`src/rtl/tomq_pkg.sv`:
```
// Shared types and constants for the timestamp-ordered message queue.
// Holds field widths, command and status codes, parameter defaults and the
// sequencer state type. No dependencies.
package tomq_pkg;

    localparam int TIME_W   = 32;
    localparam int HANDLE_W = 16;
    localparam int COUNT_W  = 5;
    localparam int STATUS_W = 2;

    localparam int DEF_QUEUE_DEPTH = 16;
    localparam int DEF_HANDLE_BITS = 16;

    localparam logic CMD_INSERT = 1'b0;
    localparam logic CMD_REMOVE = 1'b1;

    localparam logic [STATUS_W-1:0] STATUS_OK    = 2'd0;
    localparam logic [STATUS_W-1:0] STATUS_EMPTY = 2'd1;
    localparam logic [STATUS_W-1:0] STATUS_FULL  = 2'd2;

    typedef enum logic [2:0] {
        ST_IDLE,
        ST_INS_CMP,
        ST_INS_PUT,
        ST_REM_OUT,
        ST_RESULT
    } tomq_state_t;

endpackage

```
`src/rtl/tomq_ram.sv`:
```
// Entry store for the message queue: one write port and one read port with
// registered read data. Depends on tomq_pkg for parameter defaults only.
module tomq_ram #(
    parameter int DEPTH  = tomq_pkg::DEF_QUEUE_DEPTH,
    parameter int WIDTH  = tomq_pkg::TIME_W + tomq_pkg::HANDLE_W,
    localparam int ADDR_W = $clog2(DEPTH)
) (
    input  logic              clk,
    input  logic              wr_en,
    input  logic [ADDR_W-1:0] wr_addr,
    input  logic [WIDTH-1:0]  wr_data,
    input  logic              rd_en,
    input  logic [ADDR_W-1:0] rd_addr,
    output logic [WIDTH-1:0]  rd_data
);

    logic [WIDTH-1:0] mem [DEPTH];

    always_ff @(posedge clk)
    begin
        if (wr_en)
        begin
            mem[wr_addr] <= wr_data;
        end
    end

    always_ff @(posedge clk)
    begin
        if (rd_en)
        begin
            rd_data <= mem[rd_addr];
        end
    end

endmodule

```
`src/rtl/timestamp_ordered_message_queue.sv`:
```
// Timestamp-ordered message queue, top level. Uses tomq_pkg and tomq_ram.
//
// Keeps up to QUEUE_DEPTH entries sorted by timestamp in a circular buffer
// held in one single-port-write, single-port-read memory; equal timestamps
// leave in arrival order. A request on the s_ side is insert (s_tuser = 0) or
// remove earliest (s_tuser = 1); each request gives exactly one result on the
// m_ side. A remove passes through ST_REM_OUT to ST_RESULT, and a request
// that is refused (remove from empty, insert into full) or an insert into an
// empty queue goes straight from ST_IDLE to ST_RESULT.
// An insert into a non-empty queue walks back from the latest entry, moving
// one entry up per cycle through the memory's single read and write port
// past every held entry later than the new timestamp. The result register
// lets the next request be accepted while a result still waits on m_tready.
// The memory needs no clearing after reset.
module timestamp_ordered_message_queue #(
    parameter int QUEUE_DEPTH = tomq_pkg::DEF_QUEUE_DEPTH,
    parameter int HANDLE_BITS = tomq_pkg::DEF_HANDLE_BITS
) (
    input  logic        clk,
    input  logic        rst_n,
    input  logic        s_tvalid,
    output logic        s_tready,
    input  logic [47:0] s_tdata,   // key_time[31:0], message_handle[47:32]
    input  logic [0:0]  s_tuser,   // command[0]
    output logic        m_tvalid,
    input  logic        m_tready,
    // out_time[31:0], out_handle[47:32], now_empty[48], entry_count[53:49], zero
    output logic [55:0] m_tdata,
    output logic [1:0]  m_tuser    // status[1:0]
);

    import tomq_pkg::*;

    localparam int PTR_W = $clog2(QUEUE_DEPTH);
    localparam int CNT_W = $clog2(QUEUE_DEPTH + 1);
    localparam int HS_W  = (HANDLE_BITS < HANDLE_W) ? HANDLE_BITS : HANDLE_W;
    localparam int WORD_W = TIME_W + HS_W;
    localparam logic [PTR_W:0]   DEPTH_P  = (PTR_W + 1)'(QUEUE_DEPTH);
    localparam logic [PTR_W-1:0] LAST_PTR = PTR_W'(QUEUE_DEPTH - 1);
    localparam logic [CNT_W-1:0] FULL_CNT = CNT_W'(QUEUE_DEPTH);

    tomq_state_t state_reg, state_next;

    logic [CNT_W-1:0]    count_reg, count_next;
    logic [PTR_W-1:0]    head_reg, head_next;
    logic [PTR_W-1:0]    idx_reg, idx_next;
    logic [TIME_W-1:0]   key_reg, key_next;
    logic [HS_W-1:0]     hnd_reg, hnd_next;
    logic [STATUS_W-1:0] res_status_reg, res_status_next;
    logic [TIME_W-1:0]   res_time_reg, res_time_next;
    logic [HANDLE_W-1:0] res_handle_reg, res_handle_next;
    logic                m_valid_reg, m_valid_next;
    logic [55:0]         m_data_reg, m_data_next;
    logic [1:0]          m_user_reg, m_user_next;

    logic              wr_en, rd_en;
    logic [PTR_W-1:0]  wr_addr, rd_addr;
    logic [WORD_W-1:0] wr_data, rd_data;
    logic [TIME_W-1:0] rd_time;
    logic [HS_W-1:0]   rd_hnd;
    logic              accept;
    logic              out_free;
    logic [TIME_W-1:0] in_time;
    logic [HS_W-1:0]   in_hnd;

    // Logical slot j of the sorted list lives at head + j, wrapped.
    function automatic logic [PTR_W-1:0] phys(input logic [PTR_W-1:0] head,
                                              input logic [PTR_W-1:0] j);
        logic [PTR_W:0] s;
        s = {1'b0, head} + {1'b0, j};
        if (s >= DEPTH_P)
        begin
            s = s - DEPTH_P;
        end
        return s[PTR_W-1:0];
    endfunction

    tomq_ram #(
        .DEPTH (QUEUE_DEPTH),
        .WIDTH (WORD_W)
    ) u_ram (
        .clk     (clk),
        .wr_en   (wr_en),
        .wr_addr (wr_addr),
        .wr_data (wr_data),
        .rd_en   (rd_en),
        .rd_addr (rd_addr),
        .rd_data (rd_data)
    );

    assign rd_time  = rd_data[TIME_W-1:0];
    assign rd_hnd   = rd_data[WORD_W-1:TIME_W];
    assign in_time  = s_tdata[TIME_W-1:0];
    assign in_hnd   = s_tdata[TIME_W +: HS_W];
    assign s_tready = (state_reg == ST_IDLE);
    assign accept   = s_tvalid && s_tready;
    assign out_free = !m_valid_reg || m_tready;

    assign m_tvalid = m_valid_reg;
    assign m_tdata  = m_data_reg;
    assign m_tuser  = m_user_reg;

    always_comb
    begin
        state_next = state_reg;
        unique case (state_reg)
            ST_IDLE:
            begin
                if (accept)
                begin
                    if (s_tuser[0] == CMD_INSERT)
                    begin
                        if (count_reg == FULL_CNT || count_reg == '0)
                        begin
                            state_next = ST_RESULT;
                        end
                        else
                        begin
                            state_next = ST_INS_CMP;
                        end
                    end
                    else
                    begin
                        state_next = (count_reg == '0) ? ST_RESULT : ST_REM_OUT;
                    end
                end
            end
            ST_INS_CMP:
            begin
                if (rd_time > key_reg)
                begin
                    state_next = (idx_reg == '0) ? ST_INS_PUT : ST_INS_CMP;
                end
                else
                begin
                    state_next = ST_RESULT;
                end
            end
            ST_INS_PUT: state_next = ST_RESULT;
            ST_REM_OUT: state_next = ST_RESULT;
            ST_RESULT:
            begin
                if (out_free)
                begin
                    state_next = ST_IDLE;
                end
            end
            default: state_next = ST_IDLE;
        endcase
    end

    always_comb
    begin
        count_next      = count_reg;
        head_next       = head_reg;
        idx_next        = idx_reg;
        key_next        = key_reg;
        hnd_next        = hnd_reg;
        res_status_next = res_status_reg;
        res_time_next   = res_time_reg;
        res_handle_next = res_handle_reg;
        m_valid_next    = m_valid_reg && !m_tready;
        m_data_next     = m_data_reg;
        m_user_next     = m_user_reg;
        wr_en           = 1'b0;
        wr_addr         = phys(head_reg, idx_reg + PTR_W'(1));
        wr_data         = {hnd_reg, key_reg};
        rd_en           = 1'b0;
        rd_addr         = head_reg;

        unique case (state_reg)
            ST_IDLE:
            begin
                if (accept)
                begin
                    key_next        = in_time;
                    hnd_next        = in_hnd;
                    res_status_next = STATUS_OK;
                    res_time_next   = '0;
                    res_handle_next = '0;
                    if (s_tuser[0] == CMD_INSERT)
                    begin
                        if (count_reg == FULL_CNT)
                        begin
                            res_status_next = STATUS_FULL;
                        end
                        else if (count_reg == '0)
                        begin
                            wr_en      = 1'b1;
                            wr_addr    = head_reg;
                            wr_data    = {in_hnd, in_time};
                            count_next = count_reg + CNT_W'(1);
                        end
                        else
                        begin
                            // Start the walk at the latest entry.
                            rd_en    = 1'b1;
                            idx_next = PTR_W'(count_reg - CNT_W'(1));
                            rd_addr  = phys(head_reg, PTR_W'(count_reg - CNT_W'(1)));
                        end
                    end
                    else
                    begin
                        if (count_reg == '0)
                        begin
                            res_status_next = STATUS_EMPTY;
                        end
                        else
                        begin
                            rd_en   = 1'b1;
                            rd_addr = head_reg;
                        end
                    end
                end
            end
            ST_INS_CMP:
            begin
                if (rd_time > key_reg)
                begin
                    // Later entry moves up one slot; fetch the one before it.
                    wr_en   = 1'b1;
                    wr_data = rd_data;
                    if (idx_reg != '0)
                    begin
                        rd_en    = 1'b1;
                        idx_next = idx_reg - PTR_W'(1);
                        rd_addr  = phys(head_reg, idx_reg - PTR_W'(1));
                    end
                end
                else
                begin
                    wr_en      = 1'b1;
                    count_next = count_reg + CNT_W'(1);
                end
            end
            ST_INS_PUT:
            begin
                wr_en      = 1'b1;
                wr_addr    = head_reg;
                count_next = count_reg + CNT_W'(1);
            end
            ST_REM_OUT:
            begin
                res_time_next   = rd_time;
                res_handle_next = HANDLE_W'(rd_hnd);
                head_next       = (head_reg == LAST_PTR) ? '0 : head_reg + PTR_W'(1);
                count_next      = count_reg - CNT_W'(1);
            end
            ST_RESULT:
            begin
                if (out_free)
                begin
                    m_valid_next = 1'b1;
                    m_user_next  = res_status_reg;
                    m_data_next  = {2'b00, COUNT_W'(count_reg), count_reg == '0,
                                    res_handle_reg, res_time_reg};
                end
            end
            default:
            begin
                m_valid_next = m_valid_reg && !m_tready;
            end
        endcase
    end

    always_ff @(posedge clk or negedge rst_n)
    begin
        if (!rst_n)
        begin
            state_reg   <= ST_IDLE;
            count_reg   <= '0;
            head_reg    <= '0;
            m_valid_reg <= 1'b0;
        end
        else
        begin
            state_reg   <= state_next;
            count_reg   <= count_next;
            head_reg    <= head_next;
            m_valid_reg <= m_valid_next;
        end
    end

    always_ff @(posedge clk)
    begin
        idx_reg        <= idx_next;
        key_reg        <= key_next;
        hnd_reg        <= hnd_next;
        res_status_reg <= res_status_next;
        res_time_reg   <= res_time_next;
        res_handle_reg <= res_handle_next;
        m_data_reg     <= m_data_next;
        m_user_reg     <= m_user_next;
    end

    a_count_bound: assert property (@(posedge clk) disable iff (!rst_n)
        count_reg <= FULL_CNT)
        else $error("entry count exceeds queue depth");

    a_walk_in_range: assert property (@(posedge clk) disable iff (!rst_n)
        state_reg == ST_INS_CMP |-> ({1'b0, idx_reg} < (PTR_W + 1)'(count_reg)))
        else $error("insert walk index outside held entries");

    a_no_write_idle: assert property (@(posedge clk) disable iff (!rst_n)
        (state_reg == ST_IDLE && !accept) |-> !wr_en)
        else $error("memory written while idle");

    a_full_count: assert property (@(posedge clk) disable iff (!rst_n)
        (m_tvalid && m_tuser == STATUS_FULL) |-> (m_tdata[53:49] == COUNT_W'(QUEUE_DEPTH)))
        else $error("full status reported with queue not full");

    a_empty_result: assert property (@(posedge clk) disable iff (!rst_n)
        (m_tvalid && m_tuser == STATUS_EMPTY) |-> (m_tdata[48] && m_tdata[47:0] == '0))
        else $error("empty status with nonzero entry data");

endmodule
```
`config.mk`:
```
export PLATFORM = sky130hd
export DESIGN_NAME = timestamp_ordered_message_queue
export DESIGN_NICKNAME = d
export VERILOG_FILES = /design/src/rtl/tomq_pkg.sv /design/src/rtl/tomq_ram.sv /design/src/rtl/timestamp_ordered_message_queue.sv
export SDC_FILE = /design/constraint.sdc
export NUM_CORES = 1
export LEC_CHECK = 0
export BUFFER_PORTS_ARGS = -buffer_cell sky130_fd_sc_hd__buf_4
export CORE_ASPECT_RATIO = 0.8
export CORE_UTILIZATION = 35
export DETAILED_ROUTE_END_ITERATION = 8
export PLACE_DENSITY = 0.61
export SETUP_SLACK_MARGIN = 0.05
export SYNTH_ARGS = -nofsm -noshare
export SYNTH_HDL_FRONTEND = slang
export SYNTH_SLANG_ARGS = --single-unit
```
`constraint.sdc`:
```
create_clock -name clk -period 4.4 [get_ports clk]
set_input_delay 0.44 -clock clk [delete_from_list [all_inputs] [get_ports clk]]
set_output_delay 0.44 -clock clk [all_outputs]
set_load 0.005 [all_outputs]
```
## Word level (Yosys, flattened, before mapping)

Memory sizes are Yosys's and may differ from the RTL's. A register that Yosys moved wholly into a read port is not among the register bits.
Cells that the tools add are included.

- Register bits: 171
- Memory bits (writable): 768
- Output and inout port bits: 60
- Memories kept: 1
- Word-level logic and storage cells: 130

Memories:

| memory | depth | bits a word | rd ports | clocked after memory_dff | wr ports | RTL line | text |
|---|---|---|---|---|---|---|---|
| u_ram.mem | 16 | 48 | 1 | 1 | 1 | tomq_ram.sv:17 | `logic [WIDTH-1:0] mem [DEPTH];` |

- Reduce and logical (&&, ||, !) cells: 21
- Order comparisons: 4
- $add $sub $neg: 11
- Mux-type cells: 66
- Equal/unequal tests: 15

Operator list:

| cell | count |
|---|---|
| 48-bit 2-to-1 mux | 5 |
| 48-bit one-hot mux with 2 select lines | 1 |
| 4-bit 2-to-1 mux | 20 |
| 32-bit one-hot mux with 2 select lines | 1 |
| 32-bit greater-than comparator | 1 |
| 32-bit 2-to-1 mux | 1 |
| 16-bit one-hot mux with 2 select lines | 1 |
| 5-bit 2-to-1 mux | 5 |
| 4-bit one-hot mux with 2 select lines | 3 |
| 5-bit one-hot mux with 4 select lines | 1 |
| 3-bit 2-to-1 mux | 6 |
| 16-bit 2-to-1 mux | 1 |
| 4-bit by 1-bit subtractor with 4-bit output, second input constant | 4 |
| 4-bit by 4-bit adder with 5-bit output | 3 |
| 5-bit >= comparator, second input constant | 3 |
| 1-bit 2-to-1 mux | 15 |
| 2-bit inequality test, second input constant | 7 |
| 3-bit one-hot mux with 4 select lines | 1 |
| 4-bit by 1-bit adder with 4-bit output, second input constant | 2 |
| 2-bit AND reduction | 4 |
| 4-bit nonzero test | 2 |
| 7-bit AND reduction | 1 |
| 3-bit by 2-bit == test with 1-bit output, second input constant | 2 |
| 2-bit 2-to-1 mux | 3 |
| 17 further kinds | 24 |

## Logic depth before layout (Yosys ltp)

- Word-level depth: 9
- Mapped depth: 15
- Depth with buffers taken out: 13

## Cells and area by module

From an unflattened synthesis, not the netlist that was laid out.

- Cell total of the unflattened synthesis: 1848
- Area total of the unflattened synthesis: 38371.8 sq um

Modules (own cells, without submodules):

| module | seq. area each (sq um) | times used | cells an instance | area each (sq um) |
|---|---|---|---|---|
| tomq_ram | 24503.5 | 1 | 1242 | 30171.4 |
| timestamp_ordered_message_queue | 5069.9 | 1 | 606 | 8200.4 |

## Worst setup path before layout

OpenSTA, ideal clock, no wires.

- Path kind: flip-flop to flip-flop
- Start point: reg count_reg[0]
- End point: mem u_ram.mem[13][0] in the netlist's numbering (enable)
- Path slack: -408 ps
- Library setup time: 454 ps
- Clock period less this slack: 4808 ps
- Data arrival time: 4354 ps
- Cell stages (with the launch flop): 11
- Buffers on the path: 0
- Cells stage by stage: dfrtp_1 > inv_1 > ha_1 > nor3b_2 > nand2b_1 > or3_1 > o21ai_1 > nor2_1 > xnor2_1 > or2_2 > nor2_1

- Longest elaborated chain between the ends: 8
- Elaborated cells on any way between the ends: 14
- Classes of those cells: eq/ne: 1; mux: 12; reduce/logical: 1

Ends and longest elaborated chain:

| item | RTL line | text |
|---|---|---|
| start: declaration | timestamp_ordered_message_queue.sv:44 | `logic [CNT_W-1:0] count_reg, count_next;` |
| start signal: assignment | timestamp_ordered_message_queue.sv:278 | `count_reg <= count_next;` |
| 5-bit logical NOT | timestamp_ordered_message_queue.sv:187 | `else if (count_reg == '0)` |
| 1-bit 2-to-1 mux | timestamp_ordered_message_queue.sv:187 |  |
| 1-bit 2-to-1 mux | timestamp_ordered_message_queue.sv:183 | `if (count_reg == FULL_CNT)` |
| 1-bit 2-to-1 mux | timestamp_ordered_message_queue.sv:181 | `if (s_tuser[0] == CMD_INSERT)` |
| 1-bit 2-to-1 mux | timestamp_ordered_message_queue.sv:174 | `if (accept)` |
| 1-bit one-hot mux with 2 select lines | timestamp_ordered_message_queue.sv:171 | `unique case (state_reg)` |
| 1-bit 2-to-1 mux | tomq_ram.sv:21 | `if (wr_en)` |
| 1-bit 2-to-1 mux (implied by the code) | tomq_ram.sv:23 | `mem[wr_addr] <= wr_data;` |
| end: declaration | tomq_ram.sv:17 |  |

Parallel ways exist; a longest one is shown, timed or not.

## Worst setup path in the final report

- Start point: reg count_reg[0]
- End point: reg u_ram.rd_data[16], read port of u_ram.mem, data pin

- Longest elaborated chain between the ends: 9
- Elaborated cells on any way between the ends: 17
- Classes of those cells: add/sub: 3; order compare: 1; eq/ne: 1; mux: 11; reduce/logical: 1

Ends and longest elaborated chain:

| item | RTL line | text |
|---|---|---|
| 5-bit by 1-bit subtractor with 5-bit output | - |  |
| 4-bit by 4-bit adder with 5-bit output | timestamp_ordered_message_queue.sv:70 | `s = {1'b0, head} + {1'b0, j};` |
| 4-bit by 1-bit subtractor with 4-bit output or 5-bit >= comparator (tied branches) | timestamp_ordered_message_queue.sv:73, timestamp_ordered_message_queue.sv:71 |  |
| 4-bit 2-to-1 mux | timestamp_ordered_message_queue.sv:71 | `if (s >= DEPTH_P)` |
| 4-bit 2-to-1 mux | timestamp_ordered_message_queue.sv:187 |  |
| 4-bit 2-to-1 mux | timestamp_ordered_message_queue.sv:183 |  |
| 4-bit 2-to-1 mux | timestamp_ordered_message_queue.sv:181 |  |
| 4-bit 2-to-1 mux | timestamp_ordered_message_queue.sv:174 |  |
| 4-bit one-hot mux with 2 select lines | timestamp_ordered_message_queue.sv:171 |  |
| end: declaration | tomq_ram.sv:14 | `output logic [WIDTH-1:0] rd_data` |

Parallel ways exist; a longest one is shown, timed or not.
A chain may end at the register's enable or synchronous reset.

==> metrics <==
status=finished clean; worst setup slack after layout=0.1820 ns; mean routed wirelength per cell=25.46 microns; Seq/Total Area, Yosys=76.35%; Most flops, register=u_ram.mem; clk_skew=0.05077 ns; Vias=21351; fillers=9427; worst r2r src=count_reg[0]; post-place instance area=42500 sq um; first-pass GRT wire length=142.2 mm; core area=109100 sq um; cts bufs inserted=96; maxcap violations=0; non-filler cells in the finished layout=3978; fin crit period=4.218 ns; most common cell after layout, fill and taps aside=edfxtp_1; Post-synth EDFFs=974; FMAX=0.2371 GHz; Ports=113; number of cell rows=108; Hold Crit Depth=3; H-tree levels=3; Synth cell types=65; # DRC=0; nets@finish=2572; DRT iter0 DRCs=2363; initial antenna violation count=0; port buffer count=110; startpoint types=flip-flop; synthesis warning total=0; Register-to-Register Path Depth=16; max reg flops=768; Total Power=38.27 mW; critical path class=flip-flop to flip-flop; fin util=42.57%; flops & latches, synth=987; Worst Tran Pin Value=1.085 ns; die area=112000 sq um; GRT Total Usage=17.37%; diode count=0; maximum vdd drop=0.0005409 V; Die Wd=373.9 microns; gpl congestion=0.8289; Max FO, Critical Path=6; crit path DAT=4.62 ns; clk_lat worst skew=0.69 ns; Top FF cell, synth=edfxtp_1; clock root buffer master=clkbuf_16; worst setup path start=count_reg[0]; global route overflow=0; vias in the first global route=21064; crit share post-route=95.86%; area delta synth->final=19.85%; worst min-delay path startpoint=m_tready; Leakage Power=15.80 nW; share of cells above drive strength 1=17.27%; Die Ht=299.6 microns; CTS tree=built; Initial Util=35.52%; DP Worst Slack=-0.1784 ns; Hold Path Class=primary input to flip-flop; CTS sink count=987; DR pass1 iterations=7; Final Instance Area=46420 sq um; Syn Area/Cell=17.72 sq um; Worst setup EP type=flip-flop; Placed Cells=3733; Slew headroom=27.69%; Detail Route Antenna Nets=0; largest net degree at the start of global routing=57; Clock Path Buffers=3; drt via density=5.367; Fin. Hold Viols=0; DP Wirelength=55.96 mm; Post-Synthesis Cell Area=38730 sq um; final setup fails=0; Post-synth ARST share=1.317%; internal reg-to-reg setup slack=0.18 ns; Cell Pwr Density=824.3 nW/um^2; Cells after Synth=2186; RSZ-0062 raised after global routing=false; most frequent cells in the layout=974 x edfxtp_1, 387 x mux2i_1, 194 x o22ai_1; Total Wirelength=101.3 mm; worst path required time=4.80 ns; final max-slew violation count=0; CTS clk-pin slew, worst paths=0.06 ns
==> synthesized netlist by cell type (5+ instances only) <==
master / n / area (sq um)
xor2_1: 9 / 78.83
buf_2: 60 / 300.3
o22ai_1: 195 / 1220
xnor2_1: 9 / 78.83
inv_1: 93 / 349.1
dfrtp_1: 13 / 325.3
buf_4: 11 / 82.58
nand4_1: 13 / 81.33
nor3_1: 7 / 35.03
nand2b_1: 6 / 37.54
clkbuf_1: 31 / 116.4
nand2_1: 22 / 82.58
buf_6: 7 / 78.83
or4_1: 48 / 360.4
ha_1: 45 / 563.0
a21o_1: 8 / 60.06
a222oi_1: 48 / 480.5
o21ai_0: 10 / 50.05
a21oi_1: 27 / 135.1
o211ai_1: 5 / 37.54
and2_1: 50 / 312.8
nor2_1: 35 / 131.4
nand3_1: 9 / 45.04
edfxtp_1: 974 / 29250
mux2i_1: 387 / 3874
==> logic make-up after synthesis <==
logic type               count (synthesis)  synth area share, %
other                                    1             0.009681
buffers and inverters                  207                2.455
multiplexers                           389                10.07
flip-flops                             987                76.35
AND/OR/NAND/NOR                        211                3.279
AO/OA/AOI/OAI                          325                5.824
XOR/XNOR                                18               0.4070
adder cells (fa/ha/maj)                 48                1.609
==> where the power goes <==
| part | internal [mW] | switching, mW | leakage [nW] |
|---|---|---|---|
| registers | 14.0 | 0.740 | 9.05 |
| clock network | 4.51 | 3.52 | 1.50 |
| logic | 6.04 | 9.48 | 5.25 |
| total | 24.5 | 13.7 | 15.8 |
==> layout make-up <==
class	instances	area (sq um)	share of cell area (%)
clock buffers	121	2527	5.444
well taps	1430	1789	3.854
clock inverters	54	536.8	1.156
inverters	93	349.1	0.7520
flip-flops and latches	987	29570	63.70
multi-input cells	993	8498	18.31
repair buffers	300	3149	6.784
==> timing repair <==
| action | in CTS | in global routing |
|---|---|---|
| endpoints found under the hold margin | 61 | 0 |
| resized for setup | 0 | 14 |
| gates cloned | 0 | 7 |
| hold buffers | 49 | 0 |
| pin swaps | 1 | 8 |
| setup endpoints to repair | 48 | 49 |
| buffers inserted | 3 | 11 |
==> critical path: stages (launching register included) <==
cell and delay [ns]:
dfrtp_1 0.37, inv_1 0.13, ha_2 0.25, xor2_2 0.21, ha_1 0.30, a21oi_1 0.16
nand2_1 0.09, or3b_1 0.40, a31oi_4 0.24, mux2i_1 0.26, nand4_1 0.26, buf_4 0.23
o211ai_4 0.09, buf_12 0.18, buf_6 0.21, o22ai_1 0.11, or4_1 0.47
==> final timing paths <==
path / endpoint
max reg2reg: u_ram.rd_data[16]
max: u_ram.rd_data[16]
min in group asynchronous: state_reg[0]
min: m_tvalid
max in group asynchronous: state_reg[1]
min reg2reg: m_tdata[25]
==> metal layers <==
metal  vias to the layer above  share of wire, %  wire length, microns  global-route usage (%)
met5                         -                 0                     0                       0
met4                         0               2.0                  2028                   4.664
met3                       128               9.2                  9307                   4.120
met2                       941                46                 46310                   27.08
met1                     10936                43                 43620                   24.31
li1                       9346                 -                     -                       -
==> through the flow <==
step                      hold WS [ns]  setup TNS, ns
final                           0.1500              0
after global routing            0.1585              0
after CTS                       0.1117              0
after detailed placement        0.3144         -4.160
after global placement          0.3098         -4.266
after floorplan                 0.1444        -199.83
(Power assumes the default switching activity.)
